$ cat src/watermark_inner_code_modulator_unit_assert.svh
// assertion macros for the watermark inner code modulator
`ifndef WATERMARK_INNER_CODE_MODULATOR_UNIT_ASSERT_SVH
`define WATERMARK_INNER_CODE_MODULATOR_UNIT_ASSERT_SVH

// same-cycle implication, disabled while in reset
`define WICM_ASSERT_IMP(lbl, clk, rstn, ante, cons) \
    lbl: assert property (@(posedge clk) disable iff (!rstn) (ante) |-> (cons)) \
        else $error("wicm: assertion failed");

// next-cycle implication, disabled while in reset
`define WICM_ASSERT_NEXT(lbl, clk, rstn, ante, cons) \
    lbl: assert property (@(posedge clk) disable iff (!rstn) (ante) |=> (cons)) \
        else $error("wicm: assertion failed");

`endif

$ cat src/wicm_pkg.sv
// shared types, field widths and codes of the watermark inner code modulator
`default_nettype none

package wicm_pkg;

    localparam int DEF_MAX_WORD_BITS   = 16;
    localparam int DEF_MAX_SYMBOL_BITS = 4;
    localparam int DEF_MAX_CODEBOOKS   = 4;
    localparam int DEF_MAX_VECTORS     = 16;

    localparam int ACTION_W = 2;
    localparam int TABLE_W  = 2;
    localparam int SLOT_W   = 4;
    localparam int ENTRY_W  = 16;

    localparam int S_TDATA_W   = 24;
    localparam int M_TDATA_W   = 8;
    localparam int CFG_INDEX_W = 3;
    localparam int CFG_DATA_W  = 16;

    localparam logic [ACTION_W-1:0] ACT_CODEWORD = 2'd0;
    localparam logic [ACTION_W-1:0] ACT_VECTOR   = 2'd1;
    localparam logic [ACTION_W-1:0] ACT_ENCODE   = 2'd2;

    localparam logic [1:0] MODE_ZERO   = 2'd0;
    localparam logic [1:0] MODE_ALT    = 2'd1;
    localparam logic [1:0] MODE_VECTOR = 2'd2;

    localparam logic [CFG_INDEX_W-1:0] REG_WORD_BITS      = 3'd0;
    localparam logic [CFG_INDEX_W-1:0] REG_SYMBOL_BITS    = 3'd1;
    localparam logic [CFG_INDEX_W-1:0] REG_CODEBOOK_COUNT = 3'd2;
    localparam logic [CFG_INDEX_W-1:0] REG_MARKER_MODE    = 3'd3;
    localparam logic [CFG_INDEX_W-1:0] REG_VECTOR_COUNT   = 3'd4;
    localparam logic [CFG_INDEX_W-1:0] REG_FRAME_LENGTH   = 3'd5;

    typedef struct packed {
        logic [4:0]  word_bits;
        logic [2:0]  symbol_bits;
        logic [2:0]  codebook_count;
        logic [1:0]  marker_mode;
        logic [4:0]  vector_count;
        logic [15:0] frame_length;
    } cfg_t;

    localparam cfg_t CFG_RESET = '{
        word_bits:      5'd8,
        symbol_bits:    3'd4,
        codebook_count: 3'd1,
        marker_mode:    MODE_ZERO,
        vector_count:   5'd1,
        frame_length:   16'd1
    };

    // action sits in the lowest bits of the input word
    typedef struct packed {
        logic [ENTRY_W-1:0]  entry_word;
        logic [SLOT_W-1:0]   slot;
        logic [TABLE_W-1:0]  table_number;
        logic [ACTION_W-1:0] action;
    } in_t;

endpackage

`default_nettype wire

$ cat src/wicm_lookup.sv
// position counters, codebook and vector memories, marker combine
`default_nettype none

module wicm_lookup #(
    parameter int MAX_WORD_BITS   = 16,
    parameter int MAX_SYMBOL_BITS = 4,
    parameter int MAX_CODEBOOKS   = 4,
    parameter int MAX_VECTORS     = 16
) (
    input  wire logic                                aclk,
    input  wire logic                                aresetn,
    input  wire wicm_pkg::cfg_t                      cfg,
    input  wire logic                                in_valid,
    output logic                                     in_ready,
    input  wire wicm_pkg::in_t                       in_item,
    output logic                                     out_valid,
    input  wire logic                                out_ready,
    output logic [MAX_WORD_BITS-1:0]                 out_word,
    output logic [$clog2(MAX_WORD_BITS+1)-1:0]       out_nbits
);
    import wicm_pkg::*;

    localparam int CB_DEPTH = MAX_CODEBOOKS << MAX_SYMBOL_BITS;
    localparam int CB_AW    = $clog2(CB_DEPTH);
    localparam int VEC_AW   = (MAX_VECTORS > 1) ? $clog2(MAX_VECTORS) : 1;
    localparam int CPH_W    = (MAX_CODEBOOKS > 1) ? $clog2(MAX_CODEBOOKS) : 1;
    localparam int CBN_W    = $clog2(MAX_CODEBOOKS + 1);
    localparam int VN_W     = $clog2(MAX_VECTORS + 1);
    localparam int K_W      = $clog2(MAX_SYMBOL_BITS + 1);
    localparam int WB_W     = $clog2(MAX_WORD_BITS + 1);

    logic [MAX_WORD_BITS-1:0] cb_mem  [CB_DEPTH];
    logic [MAX_WORD_BITS-1:0] vec_mem [MAX_VECTORS];

    logic [MAX_WORD_BITS-1:0] cb_rd_reg, vec_rd_reg;
    logic                     s1_valid_reg, s1_valid_next;
    logic                     s1_odd_reg, s1_odd_next;
    logic [15:0]              pos_reg, pos_next;
    logic [CPH_W-1:0]         cph_reg, cph_next;
    logic [VEC_AW-1:0]        vph_reg, vph_next;

    logic [WB_W-1:0]          n;
    logic [K_W-1:0]           k;
    logic [CBN_W-1:0]         cbn;
    logic [VN_W-1:0]          vn;
    logic [15:0]              flen;
    logic                     stale;
    logic [15:0]              pos_eff;
    logic [CPH_W-1:0]         cph_eff;
    logic [VEC_AW-1:0]        vph_eff;
    logic                     frame_end;
    logic [SLOT_W-1:0]        sym_mask, sym;
    logic                     accept, rd_en, cb_we, vec_we;
    logic [CB_AW-1:0]         cb_raddr, cb_waddr;
    logic [VEC_AW-1:0]        vec_waddr;
    logic [MAX_WORD_BITS-1:0] wr_data;
    logic [MAX_WORD_BITS-1:0] nmask, marker;

    // saturate registers into their legal ranges
    always_comb begin
        if (cfg.word_bits == '0) begin
            n = WB_W'(1);
        end else if (int'(cfg.word_bits) > MAX_WORD_BITS) begin
            n = WB_W'(MAX_WORD_BITS);
        end else begin
            n = WB_W'(cfg.word_bits);
        end
        if (cfg.symbol_bits == '0) begin
            k = K_W'(1);
        end else if (int'(cfg.symbol_bits) > MAX_SYMBOL_BITS) begin
            k = K_W'(MAX_SYMBOL_BITS);
        end else begin
            k = K_W'(cfg.symbol_bits);
        end
        if (cfg.codebook_count == '0) begin
            cbn = CBN_W'(1);
        end else if (int'(cfg.codebook_count) > MAX_CODEBOOKS) begin
            cbn = CBN_W'(MAX_CODEBOOKS);
        end else begin
            cbn = CBN_W'(cfg.codebook_count);
        end
        if (cfg.vector_count == '0) begin
            vn = VN_W'(1);
        end else if (int'(cfg.vector_count) > MAX_VECTORS) begin
            vn = VN_W'(MAX_VECTORS);
        end else begin
            vn = VN_W'(cfg.vector_count);
        end
        flen = (cfg.frame_length == '0) ? 16'd1 : cfg.frame_length;
    end

    // stale counters fall back to the start of a frame
    always_comb begin
        stale   = (pos_reg >= flen);
        pos_eff = stale ? '0 : pos_reg;
        cph_eff = (stale || int'(cph_reg) >= int'(cbn)) ? '0 : cph_reg;
        vph_eff = (stale || int'(vph_reg) >= int'(vn)) ? '0 : vph_reg;
        frame_end = ({1'b0, pos_eff} + 17'd1) >= {1'b0, flen};
    end

    always_comb begin
        for (int i = 0; i < SLOT_W; i++) begin
            sym_mask[i] = (i < int'(k));
        end
        sym = in_item.slot & sym_mask;
        for (int i = 0; i < MAX_WORD_BITS; i++) begin
            nmask[i] = (i < int'(n));
        end
    end

    assign in_ready = !s1_valid_reg || out_ready;
    assign accept   = in_valid && in_ready;
    assign rd_en    = accept && (in_item.action == ACT_ENCODE);
    assign cb_we    = accept && (in_item.action == ACT_CODEWORD)
                      && (int'(in_item.table_number) < MAX_CODEBOOKS)
                      && (int'(in_item.slot) < (1 << MAX_SYMBOL_BITS));
    assign vec_we   = accept && (in_item.action == ACT_VECTOR)
                      && (int'(in_item.slot) < MAX_VECTORS);
    assign cb_raddr  = CB_AW'((32'(cph_eff) << MAX_SYMBOL_BITS) | 32'(sym));
    assign cb_waddr  = CB_AW'((32'(in_item.table_number) << MAX_SYMBOL_BITS)
                              | 32'(in_item.slot));
    assign vec_waddr = VEC_AW'(in_item.slot);
    assign wr_data   = MAX_WORD_BITS'(in_item.entry_word);

    // at most one item per cycle (none while in_ready is low), so a write and a read never
    // share an edge; a read at a later edge already sees the new entry
    always_ff @(posedge aclk) begin
        if (cb_we) begin
            cb_mem[cb_waddr] <= wr_data;
        end
        if (rd_en) begin
            cb_rd_reg <= cb_mem[cb_raddr];
        end
    end

    always_ff @(posedge aclk) begin
        if (vec_we) begin
            vec_mem[vec_waddr] <= wr_data;
        end
        if (rd_en) begin
            vec_rd_reg <= vec_mem[vph_eff];
        end
    end

    always_comb begin
        pos_next      = pos_reg;
        cph_next      = cph_reg;
        vph_next      = vph_reg;
        s1_valid_next = s1_valid_reg;
        s1_odd_next   = s1_odd_reg;
        if (in_ready) begin
            s1_valid_next = rd_en;
        end
        if (rd_en) begin
            s1_odd_next = pos_eff[0];
            if (frame_end) begin
                pos_next = '0;
                cph_next = '0;
                vph_next = '0;
            end else begin
                pos_next = pos_eff + 16'd1;
                cph_next = (int'(cph_eff) + 1 >= int'(cbn)) ? '0 : cph_eff + 1'b1;
                vph_next = (int'(vph_eff) + 1 >= int'(vn)) ? '0 : vph_eff + 1'b1;
            end
        end
    end

    always_ff @(posedge aclk) begin
        if (!aresetn) begin
            pos_reg      <= '0;
            cph_reg      <= '0;
            vph_reg      <= '0;
            s1_valid_reg <= 1'b0;
        end else begin
            pos_reg      <= pos_next;
            cph_reg      <= cph_next;
            vph_reg      <= vph_next;
            s1_valid_reg <= s1_valid_next;
        end
    end

    always_ff @(posedge aclk) begin
        s1_odd_reg <= s1_odd_next;
    end

    always_comb begin
        case (cfg.marker_mode)
            MODE_ALT:    marker = s1_odd_reg ? nmask : '0;
            MODE_VECTOR: marker = vec_rd_reg;
            default:     marker = '0;
        endcase
    end

    assign out_valid = s1_valid_reg;
    assign out_word  = (cb_rd_reg ^ marker) & nmask;
    assign out_nbits = n;

endmodule

`default_nettype wire

$ cat src/wicm_serializer.sv
// word to serial bit shifter with last-bit flag
`default_nettype none

module wicm_serializer #(
    parameter int MAX_WORD_BITS = 16
) (
    input  wire logic                              aclk,
    input  wire logic                              aresetn,
    input  wire logic                              in_valid,
    output logic                                   in_ready,
    input  wire logic [MAX_WORD_BITS-1:0]          in_word,
    input  wire logic [$clog2(MAX_WORD_BITS+1)-1:0] in_nbits,
    output logic                                   out_valid,
    input  wire logic                              out_ready,
    output logic                                   out_bit,
    output logic                                   out_last
);
    localparam int WB_W = $clog2(MAX_WORD_BITS + 1);

    logic                     valid_reg, valid_next;
    logic [MAX_WORD_BITS-1:0] shift_reg, shift_next;
    logic [WB_W-1:0]          left_reg, left_next;
    logic                     final_bit;

    assign final_bit = (left_reg == WB_W'(1));
    assign in_ready  = !valid_reg || (out_ready && final_bit);

    always_comb begin
        valid_next = valid_reg;
        shift_next = shift_reg;
        left_next  = left_reg;
        if (in_valid && in_ready) begin
            valid_next = 1'b1;
            shift_next = in_word;
            left_next  = in_nbits;
        end else if (valid_reg && out_ready) begin
            if (final_bit) begin
                valid_next = 1'b0;
            end else begin
                shift_next = shift_reg >> 1;
                left_next  = left_reg - WB_W'(1);
            end
        end
    end

    always_ff @(posedge aclk) begin
        if (!aresetn) begin
            valid_reg <= 1'b0;
            left_reg  <= '0;
        end else begin
            valid_reg <= valid_next;
            left_reg  <= left_next;
        end
    end

    always_ff @(posedge aclk) begin
        shift_reg <= shift_next;
    end

    assign out_valid = valid_reg;
    assign out_bit   = shift_reg[0];
    assign out_last  = final_bit;

endmodule

`default_nettype wire

$ cat src/watermark_inner_code_modulator_unit.sv
// top level of the watermark inner code modulator
//
//   port group   dir   contents
//   s_*          in    load/encode words: action, table_number, slot, entry_word
//   m_*          out   transmitted bits: tx_bit in m_tdata, last_bit as m_tlast
//   cfg_*        in    register writes, no read-back
//
// a load word writes one memory entry
// an encode word is read from memory at the edge that takes it into the lookup stage,
// moves on into the serial shifter, then word_bits bits leave one per cycle while
// m_tready is high, so the serial shifter sets the rate
// the next word is taken while the previous one is still being shifted out
// reset is synchronous, active low; memories are not cleared
// a stall on m_tready holds the shifter and then the lookup stage behind it
`default_nettype none

module watermark_inner_code_modulator_unit #(
    parameter int MAX_WORD_BITS   = wicm_pkg::DEF_MAX_WORD_BITS,
    parameter int MAX_SYMBOL_BITS = wicm_pkg::DEF_MAX_SYMBOL_BITS,
    parameter int MAX_CODEBOOKS   = wicm_pkg::DEF_MAX_CODEBOOKS,
    parameter int MAX_VECTORS     = wicm_pkg::DEF_MAX_VECTORS
) (
    input  wire logic                               aclk,
    input  wire logic                               aresetn,
    input  wire logic                               s_tvalid,
    output logic                                    s_tready,
    // action[1:0], table_number[3:2], slot[7:4], entry_word[23:8]
    input  wire logic [wicm_pkg::S_TDATA_W-1:0]     s_tdata,
    output logic                                    m_tvalid,
    input  wire logic                               m_tready,
    // tx_bit[0], zero fill above
    output logic [wicm_pkg::M_TDATA_W-1:0]          m_tdata,
    output logic                                    m_tlast,
    input  wire logic                               cfg_wr_en,
    input  wire logic [wicm_pkg::CFG_INDEX_W-1:0]   cfg_index,
    input  wire logic [wicm_pkg::CFG_DATA_W-1:0]    cfg_data
);
    import wicm_pkg::*;

    localparam int WB_W = $clog2(MAX_WORD_BITS + 1);

    cfg_t                     cfg_reg, cfg_next;
    in_t                      in_item;
    logic                     lk_valid, lk_ready;
    logic [MAX_WORD_BITS-1:0] lk_word;
    logic [WB_W-1:0]          lk_nbits;
    logic                     ser_bit;

    always_comb begin
        cfg_next = cfg_reg;
        if (cfg_wr_en) begin
            case (cfg_index)
                REG_WORD_BITS:      cfg_next.word_bits      = cfg_data[4:0];
                REG_SYMBOL_BITS:    cfg_next.symbol_bits    = cfg_data[2:0];
                REG_CODEBOOK_COUNT: cfg_next.codebook_count = cfg_data[2:0];
                REG_MARKER_MODE:    cfg_next.marker_mode    = cfg_data[1:0];
                REG_VECTOR_COUNT:   cfg_next.vector_count   = cfg_data[4:0];
                REG_FRAME_LENGTH:   cfg_next.frame_length   = cfg_data[15:0];
                default:            cfg_next = cfg_reg;
            endcase
        end
    end

    always_ff @(posedge aclk) begin
        if (!aresetn) begin
            cfg_reg <= CFG_RESET;
        end else begin
            cfg_reg <= cfg_next;
        end
    end

    assign in_item = in_t'(s_tdata);

    wicm_lookup #(
        .MAX_WORD_BITS   (MAX_WORD_BITS),
        .MAX_SYMBOL_BITS (MAX_SYMBOL_BITS),
        .MAX_CODEBOOKS   (MAX_CODEBOOKS),
        .MAX_VECTORS     (MAX_VECTORS)
    ) u_lookup (
        .aclk      (aclk),
        .aresetn   (aresetn),
        .cfg       (cfg_reg),
        .in_valid  (s_tvalid),
        .in_ready  (s_tready),
        .in_item   (in_item),
        .out_valid (lk_valid),
        .out_ready (lk_ready),
        .out_word  (lk_word),
        .out_nbits (lk_nbits)
    );

    wicm_serializer #(
        .MAX_WORD_BITS (MAX_WORD_BITS)
    ) u_serializer (
        .aclk      (aclk),
        .aresetn   (aresetn),
        .in_valid  (lk_valid),
        .in_ready  (lk_ready),
        .in_word   (lk_word),
        .in_nbits  (lk_nbits),
        .out_valid (m_tvalid),
        .out_ready (m_tready),
        .out_bit   (ser_bit),
        .out_last  (m_tlast)
    );

    assign m_tdata = {{(M_TDATA_W-1){1'b0}}, ser_bit};

`include "watermark_inner_code_modulator_unit_assert.svh"

    // input only backs up behind a word waiting in the lookup stage
    `WICM_ASSERT_IMP(a_stall_cause, aclk, aresetn, !s_tready, lk_valid)
    // an accepted encode word is in the lookup stage in the next cycle
    `WICM_ASSERT_NEXT(a_encode_lookup, aclk, aresetn,
        s_tvalid && s_tready && in_item.action == ACT_ENCODE, lk_valid)
    // a symbol's bits come without gaps until its last bit
    `WICM_ASSERT_NEXT(a_word_unbroken, aclk, aresetn,
        m_tvalid && m_tready && !m_tlast, m_tvalid)

endmodule

`default_nettype wire

$ cat config.mk
export PLATFORM = sky130hd
export DESIGN_NAME = watermark_inner_code_modulator_unit
export DESIGN_NICKNAME = d
export VERILOG_FILES = /design/src/wicm_pkg.sv /design/src/wicm_lookup.sv /design/src/wicm_serializer.sv /design/src/watermark_inner_code_modulator_unit.sv
export VERILOG_INCLUDE_DIRS = /design/src /design/src/src
export SDC_FILE = /design/constraint.sdc
export NUM_CORES = 2
export LEC_CHECK = 0
export CAP_MARGIN = 10
export CORE_ASPECT_RATIO = 1.5
export CORE_MARGIN = 4
export CORE_UTILIZATION = 45
export CTS_BUF_LIST = sky130_fd_sc_hd__clkbuf_4 sky130_fd_sc_hd__clkbuf_8
export CTS_CLUSTER_DIAMETER = 150
export DETAILED_ROUTE_END_ITERATION = 10
export DONT_BUFFER_PORTS = 1
export PLACE_DENSITY = 0.64
export SLEW_MARGIN = 20
export SYNTH_ARGS = -nofsm -noshare
export SYNTH_HDL_FRONTEND = slang
export SYNTH_SLANG_ARGS = --single-unit
$ cat constraint.sdc
create_clock -name aclk -period 6.4 [get_ports aclk]
set_input_delay 0.32 -clock aclk [delete_from_list [all_inputs] [get_ports aclk]]
set_output_delay 0.32 -clock aclk [all_outputs]
set_load 0.05 [all_outputs]
==> results.md <==
- Fillers: around 9700
- Initial Utilization: ~45%
- Post-CTS Setup Bufs: 0
- Hold path endpoint: u_lookup.vec_rd_reg[5]$_DFFE_PP_
- Final Slew Violations: 0
- Nets@finish: 3268
- Fmax: roughly 180 MHz
- Clock sinks: 1392
- Die H: 436 µm
- Post-Layout Cell Count: 4919
- Yosys top cell by area: edfxtp_1
- Main synth FF type: edfxtp_1
- Grt total ovfl: 0
- CP Max Fanout: 5
- Setup TNS: 0 ns
- Worst path bufs/invs: 1
- Worst-Skew Late Latency: 0.88 ns
- Critical R2R Launch: cfg_reg[3]$_SDFFE_PN0P_
- Vias: ~29000
- # setup viols final: 0
- Worst reg2reg path endpoint: u_lookup.pos_reg[12]$_SDFFE_PN0P_
- WHS: 0.0963 ns
- Number of placed instances, taps included: about 4500
- Mean Syn Cell Area: 18.6 µm²
- Period utilization: between 80% and 90%
- Mapped Cells: 2967
- Most frequent cell after synthesis: edfxtp_1
- Wire per inst: between 20 and 30 µm
- Top cells by area, synth: edfxtp_1 (72%), mux4_2 (11%), dfxtp_1 (2.3%)
- Comb pwr share: 4.9%
- Final Skew: 0.0200 ns
- Mapped cell area: 0.0551 mm²
- Vias per std cell: 5.82
- Min-Delay Path Class: in -> reg
- Clk network pwr share: 38.5%
- CTS tree: built
- Worst Tran Pin Value: between 1 and 1.5 ns
- Synth cell count leaders: edfxtp_1 (1329), mux4_2 (265), nand2_1 (168), nor2_1 (162), clkbuf_1 (111)
- Critical Path AT: 6.48 ns
- Gpl congestion: 0.874
- LEAKAGE: 19.7 nW
- Largest net degree at the start of global routing: roughly 290
- Crit-path cells: nor4_1, a41o_1, ha_1, nand2b_1, a2111oi_0, o31a_1, o21ai_2, nor2_1, ha_1, nand3_1, nor4b_1, nand3_1, xor2_1, nor2_1, ha_1, o21a_1, o21ai_0, nor3_1, a2111oi_4, buf_4, or3b_1, a21oi_1, a21o_1
- Final min period: between 5 and 6 ns
- CTS root buf: clkbuf_8
- CP Class: reg -> reg
- Hold path depth: 3
- DP Wirelength: 79100 µm
- Synthesis-stage register bit count: between 1000 and 1500
- Initial antenna violation count: 2
- Layout cell share with drive strength beyond 1: 21.7%
- # port buffers: 0
- Number of remaining DRC errors: 0
- Clock transition at the registers of the reported paths: 0.07 ns
- Synth-to-Final Area Change: 12.6%
- Flip-flop count of the largest register after layout: 1024
- Number of flops mapped to enable cells by yosys: roughly 1300
- Sequential share of power: between 50% and 60%
- Vias in the first global route: about 30000
- Multi-input gate area: 0.0130 mm²
- Switching Share: 21.8%
- Total of max-cap violations: 0
- GR Util All Layers: 20.5%
- Final hold vios: 0
- Worst Path Required: between 7 and 8 ns
- Storage cell area: 0.0412 mm²
- Post-synth top area share: 72.5%
- Net Sw Power: 0.00386 W
- Total internal power: between 0.01 and 0.015 W
- Die ar.: roughly 0.13 mm²
- Core Area: roughly 0.12 mm²
- Die W: 294 µm
- Yosys warns: 0
- RSZ-0062 raised after global routing: no
- Max IR drop VDD: 0.197 mV
- Post-route ant nets: 0
- FP Rows: 157
- First-pass GRT wire length: 195000 µm
- Outcome: finished clean
- Initial DRC count: approximately 2500
- PD cells: 285 mW/mm²
- Min-delay src: s_tvalid
- Htree depth: 4
- Slowest stage delay, CP: around 0.47 ns
- Finished Core Util: 50.9%
- Detailed Routing Iterations Pass 1: 5
- Reg2reg setup slack: 0.74 ns
- Slew HR: 23.0%
- Distinct cell type count after synthesis: 65
- Clock Tree Buf Depth: 3
- Async SR Flop Fraction: 0%
- CTS buffer count: 192
- IO Pins: 59
- Post-synthesis sequential area ratio: 74.7%
- CP Capture Type: register
- CP top delay family: simple AND/OR/NAND/NOR gates
- Startpoint Class: register
- Most used cell, CP: ha_1
- Slowest CP cell: a2111oi_0
- Final wirelength: 131000 µm
- R2R depth: 23
==> layout make-up <==
type / instances / area share [%]
clock buffer: 256 / 5.07
multi-input combinational: 1364 / 21.0
inverter: 40 / 0.242
timing repair buffer: 177 / 2.95
sequential: 1392 / 66.4
clock inverter: 97 / 1.09
antenna: 3 / 0.0121
tap: 1590 / 3.21
==> layer usage <==
metal | wire, µm | up-vias | GRT usage, %
li1 | - | 12478 | -
met5 | 0 | - | 0
met3 | 6480 | 297 | 3.55
met1 | 48700 | 14875 | 24.1
met4 | 6910 | 0 | 10.4
met2 | 69300 | 974 | 36.4
==> stage by stage <==
stage | power (W) | cell area (µm²) | setup slack (ns)
6_report | 0.0177 | 62000 | 0.741
5_1_grt | 0.0183 | 62000 | 0.183
4_1_cts | 0.0179 | 62000 | 0.749
3_5_place_dp | 0.0109 | 57200 | 0.787
3_3_place_gp | 0.0109 | 57200 | 0.706
2_1_floorplan | 0.0107 | 55100 | 1.24
==> worst max-delay path by stage <==
stage	from	endpoint	depth (start not counted)
global placement	cfg_reg[7]$_SDFFE_PN0P_	u_lookup.pos_reg[12]$_SDFFE_PN0P_	24
detailed placement	cfg_reg[7]$_SDFFE_PN0P_	u_lookup.pos_reg[12]$_SDFFE_PN0P_	24
finish	cfg_reg[3]$_SDFFE_PN0P_	u_lookup.pos_reg[12]$_SDFFE_PN0P_	23
CTS	cfg_reg[7]$_SDFFE_PN0P_	u_lookup.pos_reg[12]$_SDFFE_PN0P_	24
global route	cfg_reg[7]$_SDFFE_PN0P_	u_lookup.pos_reg[12]$_SDFFE_PN0P_	23
floorplan	cfg_reg[7]$_SDFFE_PN0P_	u_lookup.cph_reg[0]$_SDFFE_PN0P_	25
==> cells in the final DEF, fill, tap and decap left out, types with 64 or more instances in the layout <==
master and instances:
o21ai_0 65, a22oi_1 64, nor2_1 152, nand2_1 168, a21oi_1 100, clkbuf_8 195, mux4_2 265, buf_4 102
edfxtp_1 1329
==> power groups by stage <==
| stage | combinational [W] | clock (W) | sequential [W] |
|---|---|---|---|
| after floorplan | 0.000498 | 0 | 0.0102 |
| after CTS | 0.000872 | 0.00698 | 0.0100 |
| final | 0.000866 | 0.00681 | 0.0100 |
| after global placement | 0.000649 | 0 | 0.0102 |
| after detailed placement | 0.000656 | 0 | 0.0102 |
| after global routing | 0.000922 | 0.00739 | 0.0100 |
==> kinds of logic after synthesis <==
| family | after synthesis | share of synthesized area, % |
|---|---|---|
| flip-flops | 1392 | 74.7 |
| AND/OR/NAND/NOR | 483 | 4.00 |
| AO/OA/AOI/OAI | 465 | 5.81 |
| multiplexers | 326 | 11.9 |
| buffers and inverters | 217 | 1.82 |
| adder cells (fa/ha/maj) | 53 | 1.20 |
| XOR/XNOR | 30 | 0.477 |
| other | 1 | 0.00681 |
==> worst register-to-register path: stages, from the launching register on <==
cell       delay, ns
dfxtp_1         0.33
nor4_1          0.31
a41o_1          0.25
ha_1            0.23
nand2b_1        0.13
a2111oi_0       0.47
o31a_1          0.24
o21ai_2         0.07
nor2_1          0.30
ha_1            0.28
nand3_1         0.16
nor4b_1         0.43
nand3_1         0.15
xor2_1          0.16
nor2_1          0.14
ha_1            0.27
o21a_1          0.11
o21ai_0         0.21
nor3_1          0.12
a2111oi_4       0.39
buf_4           0.21
or3b_1          0.38
a21oi_1         0.15
a21o_1          0.10
==> repair_timing <==
action                                 4_1_cts  5_1_grt
resized for setup                            0        0
endpoints found under the hold margin     1497        0
hold buffers                                72        0
(Power assumes the default switching activity.)
